`config.mk`:
```
export PLATFORM = sky130hd
export DESIGN_NAME = cbpr_divider
export DESIGN_NICKNAME = d
export VERILOG_FILES = /design/src/sv/circle_box_pushout_resolver_core_defines.svh /design/src/sv/cbpr_pkg.sv /design/src/sv/cbpr_divider.sv
export SDC_FILE = /design/constraint.sdc
export NUM_CORES = 1
export LEC_CHECK = 0
export BUFFER_PORTS_ARGS = -buffer_cell sky130_fd_sc_hd__buf_2
export CORE_ASPECT_RATIO = 2
export CORE_MARGIN = 2
export CORE_UTILIZATION = 54
export DETAILED_ROUTE_END_ITERATION = 8
export PLACE_DENSITY = 0.81
export SYNTH_ARGS = -nofsm -noshare
export SYNTH_HDL_FRONTEND = slang
export SYNTH_SLANG_ARGS = --single-unit
```
`constraint.sdc`:
```
create_clock -name clk -period 4 [get_ports clk]
set_clock_uncertainty 0.05 [all_clocks]
set_input_delay 0.2 -clock clk [delete_from_list [all_inputs] [get_ports clk]]
set_output_delay 0.2 -clock clk [all_outputs]
set_load 0.005 [all_outputs]
```
`src/sv/circle_box_pushout_resolver_core_defines.svh`:
```
// Assertion macros for the circle-box push-out resolver.
// Define ASSERT_OFF to compile the checks out.
`ifndef CIRCLE_BOX_PUSHOUT_RESOLVER_CORE_DEFINES_SVH
`define CIRCLE_BOX_PUSHOUT_RESOLVER_CORE_DEFINES_SVH
`ifndef ASSERT_OFF
`define CBPR_ASSERT(label, clk, rst, prop, msg) \
  label: assert property (@(posedge clk) disable iff (rst) prop) else $error(msg);
`define CBPR_ASSERT_NR(label, clk, prop, msg) \
  label: assert property (@(posedge clk) prop) else $error(msg);
`else
`define CBPR_ASSERT(label, clk, rst, prop, msg)
`define CBPR_ASSERT_NR(label, clk, prop, msg)
`endif
`endif

```
`src/sv/cbpr_pkg.sv`:
```
// Shared types and constants for the circle-box push-out resolver.
// No dependencies.
`timescale 1ns / 1ps
package cbpr_pkg;
  localparam int MaxBoxes = 16;
  localparam int IdxW = $clog2(MaxBoxes);
  localparam int CntW = $clog2(MaxBoxes + 1);

  localparam logic [1:0] AddrRadius = 2'd0;
  localparam logic [1:0] AddrBound  = 2'd1;
  localparam logic [1:0] AddrPasses = 2'd2;
  localparam logic [1:0] AddrActive = 2'd3;

  typedef enum logic [3:0] {
    ST_IDLE, ST_READ, ST_DIST, ST_SQRT, ST_PUSH, ST_DIVX, ST_DIVZ, ST_APPLY, ST_NEXT,
    ST_CLAMP, ST_OUT
  } state_t;

  typedef struct packed {
    logic        start;
    logic [35:0] num;
    logic [15:0] den;
  } div_req_t;

  typedef struct packed {
    logic        done;
    logic [35:0] quo;
  } div_rsp_t;
endpackage

```
`src/sv/cbpr_divider.sv`:
```
// Unsigned restoring divider, one quotient bit per cycle.
// Depends on cbpr_pkg.
`timescale 1ns / 1ps
module cbpr_divider (
  input  logic              clk,
  input  logic              rst,
  input  cbpr_pkg::div_req_t req,
  output cbpr_pkg::div_rsp_t rsp
);
  import cbpr_pkg::*;
  logic [35:0] quo;
  logic [16:0] rem;
  logic [15:0] den;
  logic [5:0]  cnt;
  logic        busy;
  logic        done;
  logic [16:0] trial;

  always_comb begin
    trial = {rem[15:0], quo[35]};
  end

  always_ff @(posedge clk) begin
    if (rst) begin
      busy <= 1'b0;
      cnt <= '0;
      done <= 1'b0;
    end else begin
      done <= 1'b0;
      if (req.start) begin
        busy <= 1'b1;
        cnt <= 6'd36;
        quo <= req.num;
        rem <= '0;
        den <= req.den;
      end else if (busy) begin
        if (trial >= {1'b0, den}) begin
          rem <= trial - {1'b0, den};
          quo <= {quo[34:0], 1'b1};
        end else begin
          rem <= trial;
          quo <= {quo[34:0], 1'b0};
        end
        cnt <= cnt - 6'd1;
        if (cnt == 6'd1) begin
          busy <= 1'b0;
          done <= 1'b1;
        end
      end
    end
  end
  assign rsp = {done, quo};
endmodule

```
# Word level (Yosys, flattened, before mapping)
# Cells that the tools add are included.
# word_totals
output_inout_bits	37
register_bits	76
# classes
add_sub_neg	2
n_lt_le_gt_ge	1
eq_ne	1
reduce_logical	5
mux	11
bitwise_logic	2
# op_table
operator	n
$mux 36	2
$mux 16	2
$ge 17x16->1	1
$sub 16x16->16	1
$mux 6	2
$eq 6x1->1 const B	1
$sub 6x1->6 const B	1
$mux 1	5
$reduce_and 2->1	2
$reduce_or 3->1	1
$not 1->1	2
$reduce_bool 2->1	1
$reduce_or 2->1	1

# Longest topological paths before layout
# Gate-level depths: netlist of run 1.
# logic_depth
ltp_word	4
depth_mapped	10
depth_no_buf	9

# Worst setup path before layout of run 1
# OpenSTA, ideal clock, no wires.
# synth_path
kind	in2reg
start	input port req[52] (netlist bit)
end	register quo[0], enable pin
arrival_time_ns	3.062
stages	4
n_path_buf	2
setup_slack_ns	0.426
path_cell_list	clkbuf_1 -> clkbuf_1 -> nor2_1 -> nor2_1
# synth_between
elab_chain_cells	2
# synth_lines
element	line_no	rtl
start, declared	cbpr_divider.sv:7	input cbpr_pkg::div_req_t req,
$reduce_bool 2->1 (no source line)	-	
$reduce_and 2->1 (no source line)	-	
end signal, assigned	cbpr_divider.sv:33	quo <= req.num;
end signal, assigned	cbpr_divider.sv:39	quo <= {quo[34:0], 1'b1};
end signal, assigned	cbpr_divider.sv:42	quo <= {quo[34:0], 1'b0};
end, declared	cbpr_divider.sv:11	logic [35:0] quo;
# Every way passes these cells.
# A chain may end at the register's enable or synchronous reset.

# Worst setup path in the final report of run 1
# layout_path
start	register rem[0]
end	register quo[0] (data pin)
# layout_between
elab_chain_cells	4
# layout_lines
element	line_no	rtl
start, declared	cbpr_divider.sv:12	logic [16:0] rem;
start signal, assigned	cbpr_divider.sv:38	rem <= trial - {1'b0, den};
start signal, assigned	cbpr_divider.sv:41	rem <= trial;
$ge 17x16->1	cbpr_divider.sv:37	if (trial >= {1'b0, den}) begin
$mux 1	cbpr_divider.sv:37	
$mux 36	cbpr_divider.sv:36	end else if (busy) begin
$mux 36	cbpr_divider.sv:30	if (req.start) begin
# Every way passes these cells. The select of a mux whose other input is x is not followed.

==> flow_summary.ini, run 1 <==
[floorplan]
ios = 92
row_count = 44
die_area_um2 = 8231
die_h_um = 126.3
core_um2 = 7267
die_x_um = 65.16
start_util_pct = 55.60

[setup_path]
critPathArrivalTime_ps = 2660
cp_max_fo = 9
regToRegStartpoint = rem[0]
ff2ff_setup_slack_ps = 1380
crit_path_end_kind = flip-flop
crit_path_cell_trace = ha_1 > nor2b_1 > o2111ai_1 > a31oi_1 > o21ai_2 > nand2_2 > mux2_2
worst_setup_path_start_kind = flip-flop
timing.rr.end = quo[0]
crit_slowest_cell = edfxtp_1
critical_path.max_stage_delay_ps = 410
required_ps = 4040
ff2ff_path_depth = 7
worst-setup-path-type = flip-flop to flip-flop

[logic_synthesis]
synth_cells = 329
synth_edf_count = 68
synth_xor_xnor_area_share_pct = 2.601
syn-num-nets = 403
synth_area_um2 = 4040
ys_seq_elements = 76
synth.area.mux_share_pct = 10.56
synth_adder_area_share_pct = 6.070
synth.distinct_cells = 54
synthSimpleGateAreaFrac_pct = 9.508
ys_seq_area_share_pct = 54.51
synth_top_family_by_area = compound AO/OA/AOI/OAI gates
yosys_warnings = 0
synth_compound_area_share_pct = 13.07
syn_area_per_cell_um2 = 12.28
synthArstFlopShare_pct = 0
ys.flop_type = edfxtp_1

[clocking]
cts_max_path_buffers = 2
clk_latency_ps = 330
post_cts_resized = 0
htreeDepth = 3
cts_made_buffers = 9
ctsHoldBuffers = 15
cts.sinks = 76
cts_setup_buffers = 0
clkTransAtPathRegs_ps = 60
cts_tree = built
root_buffer = clkbuf_16

[layout]
stdcell_count = 534
diodes = 0
fillers = 550
layout_commonest_cell = buf_2
drive_gt1_share_pct = 35.29
layout_common_cells = buf_2, edfxtp_1, mux2_2, inv_1, a21oi_1
final_net_count = 511
area_growth_syn_to_layout_pct = 24.13

[pwr]
power_leakage_nw = 2.043
ir_drop_mv = 0.3696
powerDensity_nw_per_um2 = 435.7
fin_total_pwr_w = 0.002185

[detailed_routing]
wl_um = 9090
drt-vias-per-instance = 5.655
wl_per_cell_um = 17.02
drc = 0
drtIter0Drc = 112
drtAntennaViolNets = 0
vias = 3020
drt_first_pass_iters = 4

[placed_design]
io_buffers = 91
hpwl_um = 6625
dp.cells = 503
gp_congestion = 0.8786
place_ws_ps = 1380

[timing]
hold_viol_final = 0
fin_ws_ps = 1378
fin_tns_setup_ps = 0
max-slew-margin-rel_pct = 48.58
post-route-min-period_ps = 2622
clock.fmax_ghz = 0.3814
tightest_slew_ps = 768.5
setup_viol = 0
grt_setup_unrepaired = false
slew_viol_final = 0
period_share_pct = 65.55

[global_routing]
antenna_found_initial = 0
grt_remaining_overflow = 0
grt_pass1_wl_um = 14990
grt_pass1_vias = 3204
grt.total_usage_pct = 23.83
grt_max_degree = 55

[worst_hold_path]
min_from = req[15]
holdPathEnd = den[15]
hold_depth = 1
hold_class = primary input to flip-flop

[run_status]
status = complete, no violations

[run]
cap_violations = 0
## stage by stage
stage	cell area [µm²]	util, %	hold WS [ps]
detailed placement	4582	63.05	328.2
CTS	5015	69.01	9.374
finish	5015	69.01	24.27
global placement	4582	63.05	326.4
floorplan	4040	-	248.9
global route	5015	69.01	18.01
## sequential cells by signal, indices dropped and copies added, names as in the netlist
name and cells:
den 16, done 1, rem 16, quo 36, busy 1, cnt 6
## worst max path at each step
stage | startpoint | endpoint | cells after the start
CTS | rem[0] | quo[0] | 7
floorplan | req[52] | quo[0] | 4
global route | den[1] | quo[0] | 8
detailed placement | rem[0] | quo[0] | 7
global placement | rem[0] | quo[0] | 7
finish | rem[0] | quo[0] | 7
## report_power, final
group          switching [W]  internal [W]  total, W
sequential         0.0000326      0.000943  0.000976
combinational       0.000237      0.000201  0.000438
clock               0.000298      0.000473  0.000771
## layout make-up
class                           count  area (µm²)  share of cell area (%)
Clock inverter                      7       57.56                   1.148
Tap cell                           92       115.1                   2.295
Sequential cell                    76        2202                   43.91
Inverter                           24       90.09                   1.796
Clock buffer                        9       225.2                   4.491
Multi-Input combinational cell    217        1697                   33.83
Timing Repair Buffer              109       628.1                   12.52
## critical path, delay by kind of cell, from the launching register on
family	cells	cell delay, ps
AO/OA/AOI/OAI	3	870
flip-flops	1	410
adder cells (fa/ha/maj)	1	330
multiplexers	1	310
AND/OR/NAND/NOR	2	390
## cell usage after synthesis, types with 6 or more instances
library cell,n,area [µm²]
inv_1,23,86.33
ha_1,18,225.2
nor2_1,14,52.55
nand3_1,12,60.06
xnor2_1,7,61.31
o21ai_0,11,55.05
nand2_1,11,41.29
dfxtp_1,8,160.2
edfxtp_1,68,2042
o21a_1,8,60.06
a211oi_1,6,45.04
nor3_1,9,45.04
mux2_2,37,416.7
a21oi_1,23,115.1
clkbuf_1,8,30.03
## kinds of logic after synthesis
| group | after synthesis |
|---|---|
| and+or+nand+nor | 71 |
| AOI/OAI and AO/OA | 77 |
| xor gates and xnor gates | 12 |
| buffers and inverters | 36 |
| muxes | 38 |
| DFF | 76 |
| adders and majority gates | 19 |
## metal layers
| layer | global-route usage [%] | part of all wire (%) | vias up |
|---|---|---|---|
| met2 | 41.36 | 55 | 108 |
| li1 | - | - | 1465 |
| met4 | 14.22 | 3.3 | 0 |
| met3 | 5.408 | 5.3 | 23 |
| met1 | 25.68 | 36 | 1424 |
| met5 | 0 | 0 | - |
No activity file was read; power rests on OpenSTA's default activity.
==> inputs of run 2 (changes only) <==
Settings changed: CORE_UTILIZATION 54 to 49, PLACE_DENSITY 0.81 to 0.77.
Clock period 4 ns to 2.2 ns, I/O delays scaled along.
==> flow_summary.ini, run 2 (synthesis results as in run 1) <==
[run_status]
status = finished with violations
failed_checks = negative setup slack

[timing]
setup_viol = 16
hold_viol_final = 0
fin_ws_ps = -128.4
tightest_slew_ps = 476.7
clock.fmax_ghz = 0.4295
post-route-min-period_ps = 2328
grt_setup_unrepaired = true
max-slew-margin-rel_pct = 68.22
period_share_pct = 105.8
slew_viol_final = 0

[layout]
largestRegisters = quo: 36 flops, den: 16 flops, rem: 16 flops
fin_util_pct = 73.42
multi_input_comb_area_um2 = 1984
drive_gt1_share_pct = 51.28
diodes = 0
largest_reg_flops = 36
final_net_count = 576
layout_common_cells = buf_2, edfxtp_1, buf_4, mux2_2, inv_1
fillers = 507
stdcell_count = 603
area_growth_syn_to_layout_pct = 44.35
layout_commonest_cell = buf_2
top_register = quo
ff_latch_area_um2 = 2202

[floorplan]
die_area_um2 = 9031
core_um2 = 7943
die_x_um = 68.21
row_count = 46
start_util_pct = 50.87
die_h_um = 132.4
ios = 92

[setup_path]
worst_path_dominant_cell_family = compound AO/OA/AOI/OAI gates
critical_path.max_stage_delay_ps = 430
crit_slowest_cell = edfxtp_1
worst_setup_path_start_kind = flip-flop
required_ps = 2240
worst-setup-path-type = flip-flop to flip-flop
crit_path_cell_trace = ha_4 > a21o_1 > a211o_1 > a31oi_4 > and2_4 > nand2_4 > mux2_4
ff2ff_setup_slack_ps = -130
cp_max_fo = 5
crit_path_end_kind = flip-flop
cp_num_buf_inv = 0
critPathArrivalTime_ps = 2370

[placed_design]
hpwl_um = 7414
dp.cells = 554
io_buffers = 91
gp_congestion = 0.9048

[pwr]
ir_drop_mv = 0.6329
net-switching-power_w = 0.001213
seq_power_share_pct = 41.7
pwr-share-comb_pct = 27.3
powerDensity_nw_per_um2 = 733.3
clkPwrFrac_pct = 31.0
power.internal_w = 0.003064
power_leakage_nw = 2.383
fin_total_pwr_w = 0.004277
swShare_pct = 28.36

[clocking]
cts.sinks = 76
htreeDepth = 3
cts_made_buffers = 9
clk_latency_ps = 340
root_buffer = clkbuf_16
cts_tree = built
clkTransAtPathRegs_ps = 60
cts_max_path_buffers = 2

[detailed_routing]
drtAntennaViolNets = 0
drc = 0
wl_um = 10970
wl_per_cell_um = 18.20
drt_first_pass_iters = 4
drt-vias-per-instance = 5.660
drtIter0Drc = 165
vias = 3413

[global_routing]
grt.total_usage_pct = 24.93
grt_remaining_overflow = 0
grt_max_degree = 41
antenna_found_initial = 0
grt_pass1_wl_um = 16730
grt_pass1_vias = 3659

[worst_hold_path]
hold_class = primary input to flip-flop

[run]
cap_violations = 0
==> run 2: changes by cell type in the layout (fill, tap and decap cells not counted), moves of 5 or more <==
cell / change
ha_4: +8
a21oi_1: -6
ha_1: -13
buf_6: +5
ha_2: +5
o21ai_0: -5
a21oi_2: +6
buf_4: +56
==> run 2: per-stage QoR <==
stage / worst slack [ps] / instance area, µm² / hold slack, ps / setup TNS [ps]
2_1_floorplan: -28.16 / 4130 / 158.9 / -28.16
5_1_grt: -199.9 / 5832 / 26.44 / -2326
3_5_place_dp: -196.3 / 5060 / 238.3 / -1640
3_3_place_gp: -136.3 / 5060 / 235.9 / -978.7
4_1_cts: -127.3 / 5653 / 22.99 / -951.8
6_report: -128.4 / 5832 / 24.07 / -941.2
==> run 2: final timing paths <==
path / startpoint / end / cells after the start
max: rem[13] / quo[0] / 7
min: req[37] / quo[21] / 2
max reg2reg: rem[13] / quo[0] / 7
min reg2reg: cnt[1] / cnt[1] / 2
==> run 2: what timing repair did <==
item	4_1_cts	5_1_grt
hold endpoints to repair	16	0
hold buffers	16	0
endpoints found under the setup margin	17	17
gates cloned	0	1
buffers inserted	11	6
pin swaps	20	15
gates resized for setup	27	30
==> run 2: layout make-up <==
class	instances	area share (%)
timing repair buffer	174	20.15
tap	96	2.060
clock inverter	6	0.5364
sequential	76	37.76
multi-input combinational	217	34.03
inverter	24	1.545
clock buffer	10	3.926
==> run 2: layer usage <==
metal | track usage (%) | routed length (µm) | share of wire [%] | vias up
li1 | - | - | - | 1592
met1 | 26.17 | 3842 | 35 | 1631
met2 | 44.50 | 5996 | 55 | 145
met3 | 5.527 | 561 | 5.1 | 45
met4 | 12.00 | 570 | 5.2 | 0
met5 | 0 | 0 | 0 | -
==> run 2: power by group through the flow <==
| stage | Sequential (W) | Clock [W] | Combinational (W) |
|---|---|---|---|
| 2_1_floorplan | 0.00180 | 0 | 0.000584 |
| 3_3_place_gp | 0.00180 | 0 | 0.000939 |
| 3_5_place_dp | 0.00181 | 0 | 0.000965 |
| 4_1_cts | 0.00178 | 0.00133 | 0.00107 |
| 5_1_grt | 0.00179 | 0.00139 | 0.00125 |
| 6_report | 0.00178 | 0.00133 | 0.00117 |
==> run 2: worst reg2reg max path: cells and delay by family (launching register included) <==
kind	cells	cell delay [ps]
muxes	1	280
AOI/OAI and AO/OA	3	730
DFF	1	430
and+or+nand+nor	2	340
adders and majority gates	1	250
==> inputs of run 3 (changes only) <==
Settings changed: ABC_AREA set to 1, CORE_UTILIZATION 49 to 50, PLACE_DENSITY 0.77 to 0.78.
==> flow_summary.ini, run 3 <==
[floorplan]
ios = 92
die_x_um = 69.94
core_um2 = 8528
row_count = 48
die_area_um2 = 9503
start_util_pct = 50.98
die_h_um = 135.9

[setup_path]
required_ps = 2240
crit_path_cell_trace = ha_4 > nand2_1 > nand2_1 > inv_1 > nand2_1 > nand2_1 > nand2_1 > nand2_1 > nand3_1 > nand2_1 > nor2_1 > nor2_1
crit_path_end_kind = flip-flop
crit_top_cell = nand2_1
crit_slowest_cell = edfxtp_1
critPathArrivalTime_ps = 2140
worst-setup-path-type = flip-flop to flip-flop
worst_setup_path_start_kind = flip-flop
ff2ff_setup_slack_ps = 100
cp_max_fo = 5
critical_path.max_stage_delay_ps = 430

[pwr]
powerDensity_nw_per_um2 = 738.8
ir_drop_mv = 0.6062
pwr-share-comb_pct = 27.5
net-switching-power_w = 0.001313
power.internal_w = 0.002993
seq_power_share_pct = 42.1
swShare_pct = 30.50
power_leakage_nw = 2.868
fin_total_pwr_w = 0.004307
clkPwrFrac_pct = 30.3

[global_routing]
grt_remaining_overflow = 0
grt_pass1_vias = 4254
grt_max_degree = 48
grt_pass1_wl_um = 18970
antenna_found_initial = 0
grt.total_usage_pct = 25.88

[detailed_routing]
drc = 0
drt_first_pass_iters = 8
wl_um = 12340
wl_per_cell_um = 15.66
drtIter0Drc = 235
drtAntennaViolNets = 0
drt-vias-per-instance = 5.213
vias = 4108

[logic_synthesis]
synth_top_area_cell = edfxtp_1
synth.distinct_cells = 33
yosysMostFrequentCell = nand2_1
ys_seq_elements = 76
synthArstFlopShare_pct = 0
ys_seq_area_share_pct = 50.65
synth_area_um2 = 4348
synth_cells = 543
ys_top_cells_by_area = edfxtp_1, nand2_1, inv_1
synth_common_cells = nand2_1, inv_1, edfxtp_1
yosys_warnings = 0
syn-num-nets = 617
synth_edf_count = 68
synth_top_area_share_pct = 46.96
ys.flop_type = edfxtp_1
syn_area_per_cell_um2 = 8.007

[placed_design]
gp_congestion = 0.9816
place_ws_ps = -14.40
io_buffers = 91
postPlaceCellArea_um2 = 4949
hpwl_um = 7706

[timing]
post-route-min-period_ps = 2100
hold_viol_final = 0
setup_viol = 0
tightest_slew_ps = 395.3
clock.fmax_ghz = 0.4761
period_share_pct = 95.47
max-slew-margin-rel_pct = 73.65
slew_viol_final = 0
fin_ws_ps = 99.69

[layout]
layout_commonest_cell = nand2_1
drive_gt1_share_pct = 21.95
largest_reg_flops = 36
layout_common_cells = nand2_1, buf_2, inv_1, edfxtp_1, nor2_1
fin_util_pct = 68.35
final_cell_area_um2 = 5829
top_register = quo
final_net_count = 757
diodes = 0
largestRegisters = quo: 36 flops, den: 16 flops, rem: 16 flops
area_growth_syn_to_layout_pct = 34.07

[clocking]
root_buffer = clkbuf_16
cts_max_path_buffers = 2
cts_setup_buffers = 0
htreeDepth = 3
cts_made_buffers = 9
clk_latency_ps = 340
clkTransAtPathRegs_ps = 60
cts_tree = built
cts.sinks = 76

[worst_hold_path]
hold_class = primary input to flip-flop

[run]
cap_violations = 0

[run_status]
status = complete, no violations
## run 3: worst paths after layout
check / from / to / cells after the start
worst max register to register: rem[1] / rem[13] / 12
worst min register to register: cnt[5] / cnt[5] / 2
worst min-delay path: req[47] / quo[31] / 3
worst max-delay path: rem[1] / rem[13] / 12
## run 3: logic make-up (layout without fill, tap and decap cells)
kind of cell	count (synthesis)	after routing	share of synthesized area, %
buf+inv	95	240	8.892
compound gates	18	18	2.216
xor+xnor	6	6	1.209
fa+ha+maj	19	19	5.640
flops	76	76	50.65
simple gates	329	329	31.40
## run 3: final cells by class
| type | instances | area (µm²) |
|---|---|---|
| Clock buffer | 11 | 232.7 |
| Clock inverter | 5 | 28.78 |
| Fill cell | 621 | 2699 |
| Inverter | 80 | 300.3 |
| Multi-Input combinational cell | 372 | 1943 |
| Sequential cell | 76 | 2202 |
| Tap cell | 100 | 125.1 |
| Timing Repair Buffer | 144 | 997.2 |
## run 3: repair_timing
item	CTS	global route
hold buffers	41	0
gates cloned	0	1
pin swaps	0	5
endpoints found under the hold margin	42	0
gates resized for setup	1	27
setup endpoints to repair	1	17
## run 3: through the flow
step | TNS [ps] | instances | hold WS [ps]
after floorplan | 0 | 543 | 129.1
after global placement | -20.79 | 730 | 236.6
after detailed placement | -14.40 | 730 | 238.1
after CTS | 0 | 787 | 0.5564
after global routing | -9.114 | 788 | 13.77
final | 0 | 788 | 15.98
## run 3: per-layer routing
metal | up-vias | share of wire [%] | track usage (%)
li1 | 1988 | - | -
met1 | 1856 | 33 | 24.22
met2 | 205 | 55 | 49.10
met3 | 59 | 6.3 | 5.189
met4 | 0 | 5.5 | 17.41
met5 | - | 0 | 0
## run 3: critical path: cells and delay by family (launching register included)
family                     cells  cell delay (ps)
and+or+nand+nor               10             1010
DFF                            1              430
adders and majority gates      1              310
buffers and inverters          1               40
## run 3: power by group through the flow
stage / sequential (W) / clock [W] / combinational (W)
detailed placement: 0.00182 / 0 / 0.000984
global placement: 0.00182 / 0 / 0.000964
finish: 0.00181 / 0.00131 / 0.00119
floorplan: 0.00182 / 0 / 0.000681
CTS: 0.00180 / 0.00131 / 0.00105
global route: 0.00183 / 0.00135 / 0.00132
